File: src/rtl/smau_pkg.sv
// Package for the small matrix arithmetic unit: request and operation codes,
// the queue entry type, the sequencer states and the saturation helper.
// No dependencies; every other file of the block but smau_ram imports it.
`default_nettype none

package smau_pkg;

    // Field widths fixed by the interface.
    localparam int DATA_W  = 32;
    localparam int DIM_W   = 4;
    localparam int IDX_W   = 3;
    // Accumulator width: eight 64-bit products plus sign headroom.
    localparam int WIDE_W  = 67;
    localparam int QUEUE_DEPTH = 2;

    // Request codes.
    localparam logic [1:0] REQ_LOAD_A = 2'd0;
    localparam logic [1:0] REQ_LOAD_B = 2'd1;
    localparam logic [1:0] REQ_COMP   = 2'd2;

    // Operation codes.
    localparam logic [2:0] OP_ADD   = 3'd0;
    localparam logic [2:0] OP_SUB   = 3'd1;
    localparam logic [2:0] OP_MUL   = 3'd2;
    localparam logic [2:0] OP_SCALE = 3'd3;
    localparam logic [2:0] OP_INV   = 3'd4;

    // Configuration register indexes.
    localparam logic [1:0] REG_NUM_ROWS  = 2'd0;
    localparam logic [1:0] REG_INNER_DIM = 2'd1;
    localparam logic [1:0] REG_NUM_COLS  = 2'd2;

    typedef enum logic [1:0] {
        K_LOAD_A,
        K_LOAD_B,
        K_COMP
    } t_kind;

    // One classified item waiting for the execution side.
    typedef struct packed {
        t_kind                     kind;
        logic [2:0]                op;
        logic [IDX_W-1:0]          row;
        logic [IDX_W-1:0]          col;
        logic signed [DATA_W-1:0]  value;
    } t_qent;

    typedef enum logic [3:0] {
        ST_IDLE,
        ST_READ,
        ST_EXEC,
        ST_ACC,
        ST_EMIT,
        ST_IREAD,
        ST_ICAP,
        ST_DET0,
        ST_DET1,
        ST_DET2,
        ST_IINIT,
        ST_DIV,
        ST_IEMIT
    } t_state;

    // Saturate a wide value to 32 bits; the top bit of the result is the
    // overflow flag.
    function automatic logic [DATA_W:0] f_sat32(input logic signed [WIDE_W-1:0] v);
        if (v > $signed({{(WIDE_W-DATA_W){1'b0}}, 32'h7FFF_FFFF})) begin
            return {1'b1, 32'h7FFF_FFFF};
        end else if (v < $signed({{(WIDE_W-DATA_W){1'b1}}, 32'h8000_0000})) begin
            return {1'b1, 32'h8000_0000};
        end else begin
            return {1'b0, v[DATA_W-1:0]};
        end
    endfunction

endpackage

`default_nettype wire

File: src/rtl/smau_front.sv
// Front end of the matrix unit: accepts items, drops those that do nothing,
// and queues the rest for the execution side. Depends on smau_pkg.
`default_nettype none

module smau_front import smau_pkg::*; #(
    parameter int MAX_DIM = 8
) (
    input  wire logic                     i_clk,
    input  wire logic                     i_rst_n,
    input  wire logic                     i_in_valid,
    output logic                          o_in_ready,
    input  wire logic [1:0]               i_req_type,
    input  wire logic [IDX_W-1:0]         i_elem_row,
    input  wire logic [IDX_W-1:0]         i_elem_col,
    input  wire logic signed [DATA_W-1:0] i_elem_value,
    input  wire logic [2:0]               i_op_code,
    input  wire logic signed [DATA_W-1:0] i_scale_factor,
    output logic                          o_q_valid,
    output t_qent                         o_q_ent,
    input  wire logic                     i_q_pop
);

    localparam int PTR_W = $clog2(QUEUE_DEPTH);
    localparam int CNT_W = $clog2(QUEUE_DEPTH + 1);

    t_qent             r_ent [QUEUE_DEPTH];
    logic [PTR_W-1:0]  r_wptr;
    logic [PTR_W-1:0]  r_rptr;
    logic [CNT_W-1:0]  r_cnt;
    logic              w_keep;
    logic              w_push;
    logic              w_pop;
    t_qent             w_ent;

    // Classify the item: in-range loads and known computes are kept.
    always_comb begin
        w_keep = 1'b0;
        w_ent.kind  = K_COMP;
        w_ent.op    = i_op_code;
        w_ent.row   = i_elem_row;
        w_ent.col   = i_elem_col;
        w_ent.value = i_elem_value;
        priority if (i_req_type == REQ_LOAD_A || i_req_type == REQ_LOAD_B) begin
            w_ent.kind = (i_req_type == REQ_LOAD_A) ? K_LOAD_A : K_LOAD_B;
            w_keep = (32'(i_elem_row) < MAX_DIM) && (32'(i_elem_col) < MAX_DIM);
        end else if (i_req_type == REQ_COMP) begin
            w_ent.value = i_scale_factor;
            w_keep = (i_op_code <= OP_INV);
        end else begin
            w_keep = 1'b0;
        end
    end

    assign o_in_ready = (r_cnt != CNT_W'(QUEUE_DEPTH));
    assign w_push     = i_in_valid && o_in_ready && w_keep;
    assign o_q_valid  = (r_cnt != '0);
    assign w_pop      = i_q_pop && o_q_valid;
    assign o_q_ent    = r_ent[r_rptr];

    // Queue pointers and fill count.
    always_ff @(posedge i_clk) begin
        if (!i_rst_n) begin
            r_wptr <= '0;
            r_rptr <= '0;
            r_cnt  <= '0;
        end else begin
            if (w_push) begin
                r_wptr <= PTR_W'((32'(r_wptr) + 1) % QUEUE_DEPTH);
            end
            if (w_pop) begin
                r_rptr <= PTR_W'((32'(r_rptr) + 1) % QUEUE_DEPTH);
            end
            if (w_push && !w_pop) begin
                r_cnt <= r_cnt + CNT_W'(1);
            end else if (!w_push && w_pop) begin
                r_cnt <= r_cnt - CNT_W'(1);
            end
        end
    end

    // Queue storage.
    always_ff @(posedge i_clk) begin
        if (w_push) begin
            r_ent[r_wptr] <= w_ent;
        end
    end

endmodule

`default_nettype wire

File: config.mk
export PLATFORM = sky130hd
export DESIGN_NAME = smau_front
export DESIGN_NICKNAME = d
export VERILOG_FILES = /design/src/rtl/smau_pkg.sv /design/src/rtl/smau_front.sv
export SDC_FILE = /design/constraint.sdc
export NUM_CORES = 1
export LEC_CHECK = 0
export BUFFER_PORTS_ARGS = -buffer_cell sky130_fd_sc_hd__buf_2
export CAP_MARGIN = 20
export CORE_AREA = 2 2 109 111
export DETAILED_ROUTE_END_ITERATION = 6
export DIE_AREA = 0 0 111 113
export PLACE_DENSITY = 0.59
export SLEW_MARGIN = 40
export SYNTH_ARGS = -nofsm -noshare
export SYNTH_HDL_FRONTEND = slang
export SYNTH_SLANG_ARGS = --single-unit
File: constraint.sdc
create_clock -name i_clk -period 4.7 [get_ports i_clk]
set_input_delay 0.94 -clock i_clk [delete_from_list [all_inputs] [get_ports i_clk]]
set_output_delay 0.94 -clock i_clk [all_outputs]
set_load 0.1 [all_outputs]
; ---- Word level (Yosys, flattened, before mapping)
; Memories as Yosys holds them, arrays and structs flattened. A register that Yosys moved wholly into a read port is not among the register bits.
; Cells that the tools add are included.
; W data, S select, Z words.
[totals]
ram_bits = 86
elab_cells = 35
in_bits = 79
memories = 1
reg_bits = 4
output_inout_bits = 45
[classes]
n_mux = 12
magnitude_cmp = 1
addsub = 4
n_reduce_logical = 11
n_eq_ne = 3
[mem_list]
columns = memory, words, width, rd, rd_ports_with_merged_regs, wr, line_no
row1 = r_ent, 2, 43, 1, 1, 1, smau_front.sv:26  ; t_qent r_ent [QUEUE_DEPTH];
[op_table]
columns = operator, count
row1 = $mux W32, 2
row2 = $mux W1, 7
row3 = $mux W2, 3
row4 = $logic_and A1 B1 Y1, 5
row5 = $reduce_bool A2 Y1, 2
row6 = $le A3 B3 Y1 const B, 1
row7 = $add A1 B1 Y1 const B, 2
row8 = $add A2 B1 Y2 const B, 1
row9 = $eq A2 B1 Y1 const B, 1
row10 = $eq A2 B2 Y1 const B, 1
row11 = $logic_not A1 Y1, 2
row12 = $logic_not A2 Y1, 1
row13 = $ne A2 B2 Y1 const B, 1
row14 = $sub A2 B1 Y2 const B, 1
row15 = $logic_or A1 B1 Y1, 1

; ---- Depth between registers and ports, before layout
; Gate-level depths: netlist of the first run.
[logic_depth]
ltp_word = 8
mapped_depth = 6
depth_no_buf = 6

; ---- Least setup slack after synthesis of the first run
; No wires, ideal clock.
[synth_path]
path_kind = flip-flop to flip-flop
from = register r_cnt[0]
to = memory r_ent[0][0] (netlist bit), enable pin
path_buffers = 0
arrival_ns = 3.479
setup_slack_ns = 0.772
setup_time_ns = 0.448
required_ns = 4.252
synth_period_minus_slack_ns = 3.928
path_stages_with_launch = 4
cell_sequence = dfxtp_1 nand2b_1 o211a_1 nor2b_1
[synth_between]
elab_chain_cells = 5
[synth_rtl]
columns = item, line_no
row1 = "start, declared", smau_front.sv:29  ; logic [CNT_W-1:0] r_cnt;
row2 = "start signal, assigned", smau_front.sv:74  ; r_cnt <= r_cnt + CNT_W'(1);
row3 = "start signal, assigned", smau_front.sv:76  ; r_cnt <= r_cnt - CNT_W'(1);
row4 = $ne A2 B2 Y1, smau_front.sv:54  ; assign o_in_ready = (r_cnt != CNT_W'(QUEUE_DEPTH));
row5 = net o_in_ready, smau_front.sv:11  ; output logic o_in_ready,
row6 = $logic_and A1 B1 Y1 (2 in series), smau_front.sv:55  ; assign w_push = i_in_valid && o_in_ready && w_keep;
row7 = net w_push, smau_front.sv:31  ; logic w_push;
row8 = $mux W1, smau_front.sv:83  ; if (w_push) begin
row9 = $mux W1 (not written as such), smau_front.sv:84  ; r_ent[r_wptr] <= w_ent;
row10 = "end, declared", smau_front.sv:26
; The timed path passes the listed nets, and every way through them passes these cells.

==> results of run 1 <==
layout make-up:
| type | count | area, µm² |
|---|---|---|
| fillers | 1039 | 6290 |
| flip-flops and latches | 91 | 2690 |
| multi-input cells | 98 | 1140 |
| repair buffers | 126 | 658 |
| clock buffers | 11 | 243 |
| well taps | 143 | 179 |
| clock inverters | 5 | 77.6 |
power groups by stage:
stage | Clock, mW | Sequential [mW] | Combinational [mW]
after global placement | 0 | 1.09 | 1.29
after floorplan | 0 | 1.03 | 1.16
after CTS | 0.772 | 1.07 | 1.29
final | 0.754 | 1.07 | 1.28
after global routing | 0.801 | 1.08 | 1.33
after detailed placement | 0 | 1.09 | 1.29
synthesized netlist by cell type, types with 2 or more instances:
master | instances | area share (%)
and2_1 | 4 | 0.64
buf_12 | 2 | 1.0
buf_2 | 5 | 0.64
dfxtp_1 | 5 | 2.6
edfxtp_1 | 86 | 66
mux2_2 | 45 | 13
mux2_4 | 30 | 12
nand2b_1 | 2 | 0.32
nor2b_1 | 2 | 0.32
o21ai_0 | 2 | 0.26
xnor2_1 | 2 | 0.45
routing by layer:
metal  GRT usage (%)  share of wire (%)  wire, µm
met1            13.2                 43      2910
met2            17.4                 48      3240
met3            2.84                6.2       417
met4            6.00                2.1       142
met5               0                  0         0
how the worst max path moves through the flow:
stage                       start     endpoint  slack [ns]  cells after the start
finish                       flop  o_q_ent[42]        1.95                      2
global route                 flop  o_q_ent[42]        1.84                      2
CTS                          flop  o_q_ent[42]        1.90                      2
detailed placement  i_req_type[0]  r_ent[0][4]        1.77                      5
global placement    i_req_type[0]  r_ent[0][2]        1.81                      5
floorplan                r_cnt[0]  r_ent[0][0]        0.77                      3
tightest hold or removal path, delay by kind of cell (launching register included):
family,cells,cell delay (ns)
compound gates,2,0.14
flops,1,0.34
sequential cells by signal (all words and copies together), names as in the netlist, named ones only:
| register | flops |
|---|---|
| r_wptr | 1 |
| r_ent | 86 |
| r_rptr | 1 |
| r_cnt | 2 |
metrics by stage:
stage / power, mW / hold slack (ns) / instance area, µm²
global placement: 2.37 / 0.498 / 4630
CTS: 3.14 / 0.526 / 4980
detailed placement: 2.38 / 0.517 / 4660
floorplan: 2.19 / 0.451 / 3900
finish: 3.10 / 0.521 / 4980
global route: 3.21 / 0.559 / 4980
cells by family after synthesis:
family / count (synthesis) / share of synthesized area, %
DFF: 91 / 68.7
and+or+nand+nor: 13 / 2.05
adders and majority gates: 1 / 0.321
AOI/OAI and AO/OA: 5 / 0.834
buffers and inverters: 10 / 2.60
xor gates and xnor gates: 3 / 0.673
muxes: 76 / 24.8
==> impl_metrics.tcl, run 1 <==
set metrics [dict create \
    worst_path_slowest_cell "dfxtp_4" \
    drt.antenna.violating_nets 0 \
    min-delay-start "r_cnt[1]" \
    vias_per_cell 4.43 \
    worst_skew_pair.late_latency_ns 0.33 \
    drive_above_1_share_pct 67.1 \
    initial_utilization_pct 34.6 \
    syn_nets 279 \
    layout_min_cycle_time_ns 2.75 \
    maximum_number_of_pins_on_one_net_before_global_route_repair 44 \
    timing_worst_slew_pin_value_ns 0.621 \
    placementRows 39 \
    layout.cells.most_common "buf_2" \
    switchingPower_mw 1.35 \
    fin_tns_setup_ns 0 \
    final-max-slew-violation-count 0 \
    pwr-share-comb_pct 41.3 \
    cp_max_fo 43 \
    outcome "completed" \
    worst_path_dominant_cell_family "flip-flops" \
    placed_cells 458 \
    vias_in_the_first_global_route 2161 \
    core_um2 11300 \
    layout.core_utilization_pct 44.2 \
    tritoncts.num_buffers 9 \
    cellPowerDensity_nw_per_um2 623 \
    postSynthCellCount 199 \
    reg2reg_from "r_cnt[0]" \
    leakagePower_nw 1.97 \
    swShare_pct 43.6 \
    hp-class "flop to flop" \
    synth_edf_count 86 \
    drc_errors 0 \
    worst_hold_path.num_cells 2 \
    die_height_um 113 \
    setup_viol 0 \
    cts_setup_buffers 0 \
    dp_slack_ns 1.77 \
    synth_area_um2 3900 \
    worst_hold_path.endpoint "r_cnt[1]" \
    postCtsResizedCells 0 \
    yosys_warnings 0 \
    drt_pass1_iterations 4 \
    critical_path.startpoint_type "flop" \
    clock.fmax_ghz 0.364 \
    cts_tree "done" \
    ctsLongestPathBuffers 2 \
    hold_buffers 0 \
    rr_worst_depth 4 \
    critical_path_buf_inv_count 1 \
    post_detailed_routing_wire_length_um 6720 \
    async_reset_ff_share_pct 0 \
    max_slew_margin_pct 58.5 \
    worst_ep_arrival_time_ns 1.81 \
    first_pass_grt_wire_length_um 10200 \
    h-tree-depth 3 \
    postLayoutSetupSlackWorst_ns 1.95 \
    synth_seq_cells 91 \
    peakVddDrop_v 0.000397 \
    root_buffer "clkbuf_16" \
    internal-power_mw 1.75 \
    die_area_um2 12500 \
    critPathRequiredTime_ns 3.76 \
    layoutNonFillerInstCount 474 \
    p_seq_share_pct 34.4 \
    setup_repair_after_global_routing_missed_its_margin "false" \
    syn-mean-instance-area_um2 19.6 \
    setup.worst_path.end_class "primary output" \
    final.period_utilization_pct 58.5 \
    timing.setup.critical_path_class "flop to primary output" \
    die_width_um 111 \
    crit_path_max_incr_delay_ns 0.72 \
    r2r_end "r_ent[0][4]" \
    power.clock.fraction_pct 24.3 \
    proportion_of_synthesized_chip_area_in_sequential_cells_pct 68.7 \
    insertedDiodeCount 0 \
    place.port_buffers 123 \
    worst-r2r-setup-slack_ns 2.52 \
    grt_use_total_pct 10.8 \
    yosys.cell_types.count 25 \
    flow.area_growth_from_synthesis_pct 27.6 \
    finalNetCount 406 \
    synth_ff_type "edfxtp_1" \
    detail_route.iter0.violations 45 \
    path_cells "mux2_2, buf_2" \
    cts.sink_count 91 \
    io_pins 124 \
    dr_total_vias 2102 \
    place_congestion 0.709 \
    drv.max_cap_violation_count 0 \
    antenna_found_initial 0 \
    clkSlewWorstSetupHoldPaths_ns 0.06 \
    highest_count_cells_in_the_layout_ignoring_fill_and_taps "buf_2 (123), edfxtp_1 (86), mux2_2 (45), mux2_4 (30), clkbuf_16 (9)" \
    timing.final.hold_violations 0 \
    grt_overflow 0 \
    fin_worst_skew_ns 0.00928 \
    dp_hpwl_um 4590 \
    wire_per_inst_um 14.2 \
]
(Power assumes the default switching activity.)
==> run 2, diff against run 1 <==
--- a/config.mk
+++ b/config.mk
@@ -10,7 +10,7 @@
 export CORE_AREA = 2 2 109 111
 export DETAILED_ROUTE_END_ITERATION = 6
 export DIE_AREA = 0 0 111 113
-export PLACE_DENSITY = 0.59
+export PLACE_DENSITY = 0.61
 export SLEW_MARGIN = 40
 export SYNTH_ARGS = -nofsm -noshare
 export SYNTH_HDL_FRONTEND = slang
==> constraint.sdc (replaced) <==
create_clock -name i_clk -period 2.35 [get_ports i_clk]
set_input_delay 0.47 -clock i_clk [delete_from_list [all_inputs] [get_ports i_clk]]
set_output_delay 0.47 -clock i_clk [all_outputs]
set_load 0.1 [all_outputs]
==> impl_metrics.tcl, run 2 (synthesized netlist as in run 1, its figures left out) <==
set metrics [dict create \
    outcome "completed" \
    io_pins 124 \
    layout.cells.most_common "buf_2" \
    setup.worst_path.end_class "primary output" \
    critPathRequiredTime_ns 1.88 \
    place_area_um2 4700 \
    grtUsageMet1_pct 12.9 \
    grt_overflow 0 \
    sum_of_internal_switching_and_leakage_power_mw 6.22 \
    cp_max_fo 22 \
    reg_top3 "r_ent: 86 flops, r_cnt: 2 flops" \
    wire_per_inst_um 14.4 \
    dp_hpwl_um 4730 \
    swShare_pct 43.6 \
    power.clock.fraction_pct 23.9 \
    fin_tns_setup_ns 0 \
    ctsLongestPathBuffers 2 \
    hold_ws_ns 0.328 \
    cts.sink_count 91 \
    cellPowerDensity_nw_per_um2 1240 \
    final_design_area_no_fill_um2 5010 \
    post_detailed_routing_wire_length_um 6910 \
    h-tree-depth 3 \
    peakVddDrop_v 0.000718 \
    pwr-share-comb_pct 43.4 \
    worst_ep_arrival_time_ns 1.62 \
    largest_reg_flops 86 \
    hp-class "primary input to flop" \
    max_slew_margin_pct 65.1 \
    highest_count_cells_in_the_layout_ignoring_fill_and_taps "buf_2 (123), edfxtp_1 (86), mux2_2 (45), mux2_4 (30), clkbuf_16 (9)" \
    drive_above_1_share_pct 67.3 \
    cts_setup_buffers 0 \
    tritoncts.num_buffers 9 \
    placementRows 39 \
    critical_path.startpoint_type "flop" \
    regMostFlops "r_ent" \
    p_seq_share_pct 32.7 \
    leakagePower_nw 1.98 \
    cts_tree "done" \
    finalNetCount 411 \
    hold_buffers 0 \
    setup_viol 0 \
    globalRouteMet3Util_pct 2.89 \
    drv.max_cap_violation_count 0 \
    detail_route.iter0.violations 55 \
    timing.final.hold_violations 0 \
    groute.layer.met2.usage_pct 18.9 \
    final.period_utilization_pct 88.9 \
    die_height_um 113 \
    flow.area_growth_from_synthesis_pct 28.4 \
    grt.busiest_layer "met2" \
    die_width_um 111 \
    core_um2 11300 \
    place_congestion 0.690 \
    root_buffer "clkbuf_16" \
    maximum_number_of_pins_on_one_net_before_global_route_repair 36 \
    drt_pass1_iterations 4 \
    first_pass_grt_wire_length_um 10600 \
    worst_skew_pair.late_latency_ns 0.33 \
    grt_use_total_pct 11.0 \
    drc_errors 0 \
    timing_worst_slew_pin_value_ns 0.527 \
    antenna_found_initial 0 \
    place.port_buffers 123 \
    drt.antenna.violating_nets 0 \
    vias_per_cell 4.46 \
    fin_worst_skew_ns 0.00806 \
    initial_utilization_pct 34.6 \
    layout_min_cycle_time_ns 2.09 \
    switchingPower_mw 2.71 \
    insertedDiodeCount 0 \
    timing.setup.critical_path_class "flop to primary output" \
    setup_repair_after_global_routing_missed_its_margin "false" \
    clock.fmax_ghz 0.479 \
    die_area_um2 12500 \
    vias_in_the_first_global_route 2189 \
    postCtsResizedCells 0 \
    internal-power_mw 3.51 \
    final-max-slew-violation-count 0 \
    dr_total_vias 2134 \
    clkSlewWorstSetupHoldPaths_ns 0.06 \
]
run 2: changes by cell type in the layout (fill, tap and decap cells not counted), sizes merged:
cell	delta
buf	+5
clkinv	-2
clkinvlp	+1
clkbuf	+1
run 2: worst paths after layout:
path / start / end / slack (ns) / depth (start not counted)
setup / recovery: flop / o_q_ent[23] / 0.26 / 3
hold / removal: i_elem_col[1] / r_ent[0][33] / 0.33 / 1
setup reg to reg: r_cnt[0] / r_ent[1][17] / 0.70 / 4
hold reg to reg: r_wptr / r_wptr / 0.52 / 2
run 2: worst max-delay path, stage by stage (launching register included):
cell and delay (ns):
dfxtp_2 0.32, buf_4 0.28, mux2_2 0.39, buf_2 0.29
run 2: final cells by class:
cell class,count,area (µm²)
fill,1028,6260
sequential,91,2680
multi-input combinational,98,1140
timing repair buffer,131,701
clock buffer,12,236
tap,143,179
clock inverter,4,75.1
run 2: power groups by stage:
| stage | Sequential [mW] | Combinational [mW] | Clock [mW] |
|---|---|---|---|
| floorplan | 2.06 | 2.32 | 0 |
| global placement | 2.06 | 2.72 | 0 |
| detailed placement | 2.07 | 2.73 | 0 |
| CTS | 2.04 | 2.73 | 1.53 |
| global route | 2.05 | 2.80 | 1.59 |
| finish | 2.03 | 2.70 | 1.48 |
run 2: routing by layer:
| layer | up-vias | part of all wire, % |
|---|---|---|
| li1 | 1032 | - |
| met1 | 1024 | 42 |
| met2 | 68 | 51 |
| met3 | 10 | 5.6 |
| met4 | 0 | 1.5 |
| met5 | - | 0 |
run 2: stage by stage:
step,instances,util (%),setup slack [ns]
global route,479,44.5,0.194
floorplan,199,-,0.0607
detailed placement,463,41.7,0.430
CTS,479,44.5,0.224
finish,479,44.5,0.261
global placement,463,41.7,0.473
==> run 3, diff against run 2 <==
--- a/config.mk
+++ b/config.mk
@@ -11,6 +11,7 @@
 export DETAILED_ROUTE_END_ITERATION = 6
 export DIE_AREA = 0 0 111 113
 export PLACE_DENSITY = 0.61
+export RECOVER_POWER = 50
 export SLEW_MARGIN = 40
 export SYNTH_ARGS = -nofsm -noshare
 export SYNTH_HDL_FRONTEND = slang
==> impl_metrics.tcl, run 3 (synthesized netlist as in run 1, its figures left out) <==
set metrics [dict create \
    power.clock.fraction_pct 24.1 \
    critPathRequiredTime_ns 1.88 \
    die_height_um 113 \
    min-delay-start "i_elem_row[1]" \
    peakVddDrop_v 0.000715 \
    fin_tns_setup_ns 0 \
    first_pass_grt_wire_length_um 10600 \
    timing.final.hold_violations 0 \
    wire_per_inst_um 14.5 \
    insertedDiodeCount 0 \
    die_width_um 111 \
    initial_utilization_pct 34.6 \
    ctsLongestPathBuffers 2 \
    root_buffer "clkbuf_16" \
    io_pins 124 \
    dr_total_vias 2117 \
    grt_overflow 0 \
    critical_path.startpoint_type "flop" \
    h-tree-depth 3 \
    clock.fmax_ghz 0.478 \
    worst_ep_arrival_time_ns 1.62 \
    detail_route.iter0.violations 57 \
    cp_max_fo 21 \
    postCtsResizedCells 0 \
    outcome "completed" \
    timing.setup.critical_path_class "flop to primary output" \
    setup.worst_path.end_class "primary output" \
    highest_count_cells_in_the_layout_ignoring_fill_and_taps "buf_2 (118), edfxtp_1 (86), mux2_2 (43), mux2_1 (31), clkbuf_1 (10)" \
    placed_cells 463 \
    swShare_pct 43.9 \
    drv.max_cap_violation_count 0 \
    layout_min_cycle_time_ns 2.09 \
    place_congestion 0.690 \
    largest_reg_flops 86 \
    post_detailed_routing_wire_length_um 6940 \
    postLayoutSetupSlackWorst_ns 0.260 \
    clkSlewWorstSetupHoldPaths_ns 0.06 \
    flow.area_growth_from_synthesis_pct 24.5 \
    setup_repair_after_global_routing_missed_its_margin "false" \
    final-max-slew-violation-count 0 \
    vias_in_the_first_global_route 2189 \
    drc_errors 0 \
    max_slew_margin_pct 57.2 \
    grt_use_total_pct 11.0 \
    cts_setup_buffers 0 \
    cellPowerDensity_nw_per_um2 1270 \
    final.period_utilization_pct 88.9 \
    tritoncts.num_buffers 9 \
    place_area_um2 4700 \
    regMostFlops "r_ent" \
    layout.cells.most_common "buf_2" \
    p_seq_share_pct 33.0 \
    final_design_area_no_fill_um2 4860 \
    internal-power_mw 3.46 \
    worst_skew_pair.late_latency_ns 0.33 \
    cts_tree "done" \
    fin_worst_skew_ns 0.00672 \
    antenna_found_initial 0 \
    maximum_number_of_pins_on_one_net_before_global_route_repair 36 \
    finalNetCount 411 \
    sum_of_internal_switching_and_leakage_power_mw 6.16 \
    layoutNonFillerInstCount 479 \
    dp_hpwl_um 4730 \
    reg_top3 "r_ent: 86 flops, r_cnt: 2 flops" \
    placementRows 39 \
    setup_viol 0 \
    dp_slack_ns 0.430 \
    hp-class "primary input to flop" \
    pwr-share-comb_pct 42.9 \
    reg2reg_from "r_cnt[0]" \
    cts.sink_count 91 \
    core_um2 11300 \
    drt_pass1_iterations 4 \
    timing_worst_slew_pin_value_ns 0.643 \
    leakagePower_nw 1.84 \
    vias_per_cell 4.42 \
    drive_above_1_share_pct 55.4 \
    place.port_buffers 123 \
    switchingPower_mw 2.70 \
    drt.antenna.violating_nets 0 \
    hold_buffers 0 \
    die_area_um2 12500 \
]
==> run 3: cell count changes in the layout (fill, tap and decap cells not counted), sizes merged <==
cell / delta
buf: -9
clkbuf: +9
==> run 3: layout make-up <==
cell class                 instances  area [µm²]
fill                            1062        6410
sequential                        91        2680
multi-input combinational         98        1010
timing repair buffer             131         669
clock buffer                      12         236
tap                              143         179
clock inverter                     4        75.1
==> run 3: metrics by stage <==
step                hold WS (ns)  utilization [%]
global route               0.312             43.1
detailed placement         0.520             41.7
finish                     0.329             43.1
floorplan                  0.485                -
CTS                        0.314             44.5
global placement           0.495             41.7
==> run 3: critical path, cell delays in order, from the launching register on <==
cell	delay [ns]
dfxtp_2	0.32
buf_4	0.28
mux2_2	0.39
buf_2	0.29
==> run 3: worst paths after layout <==
check,endpoint,slack (ns),depth (start not counted)
worst max-delay path,o_q_ent[3],0.26,3
worst min register to register,r_wptr,0.49,2
worst min-delay path,r_ent[1][36],0.33,1
worst max register to register,r_ent[0][36],0.47,4
==> run 3: power by group through the flow <==
| stage | Clock [mW] | Combinational [mW] | Sequential, mW |
|---|---|---|---|
| floorplan | 0 | 2.32 | 2.06 |
| global placement | 0 | 2.72 | 2.06 |
| detailed placement | 0 | 2.73 | 2.07 |
| CTS | 1.53 | 2.73 | 2.04 |
| global route | 1.59 | 2.75 | 2.05 |
| finish | 1.49 | 2.64 | 2.03 |
==> run 3: routing by layer <==
metal	GRT usage, %	up-vias	routed length (µm)
met1	12.9	1009	2970
met5	0	-	0
met4	5.00	0	105
li1	-	1030	-
met2	18.9	68	3460
met3	2.89	10	400
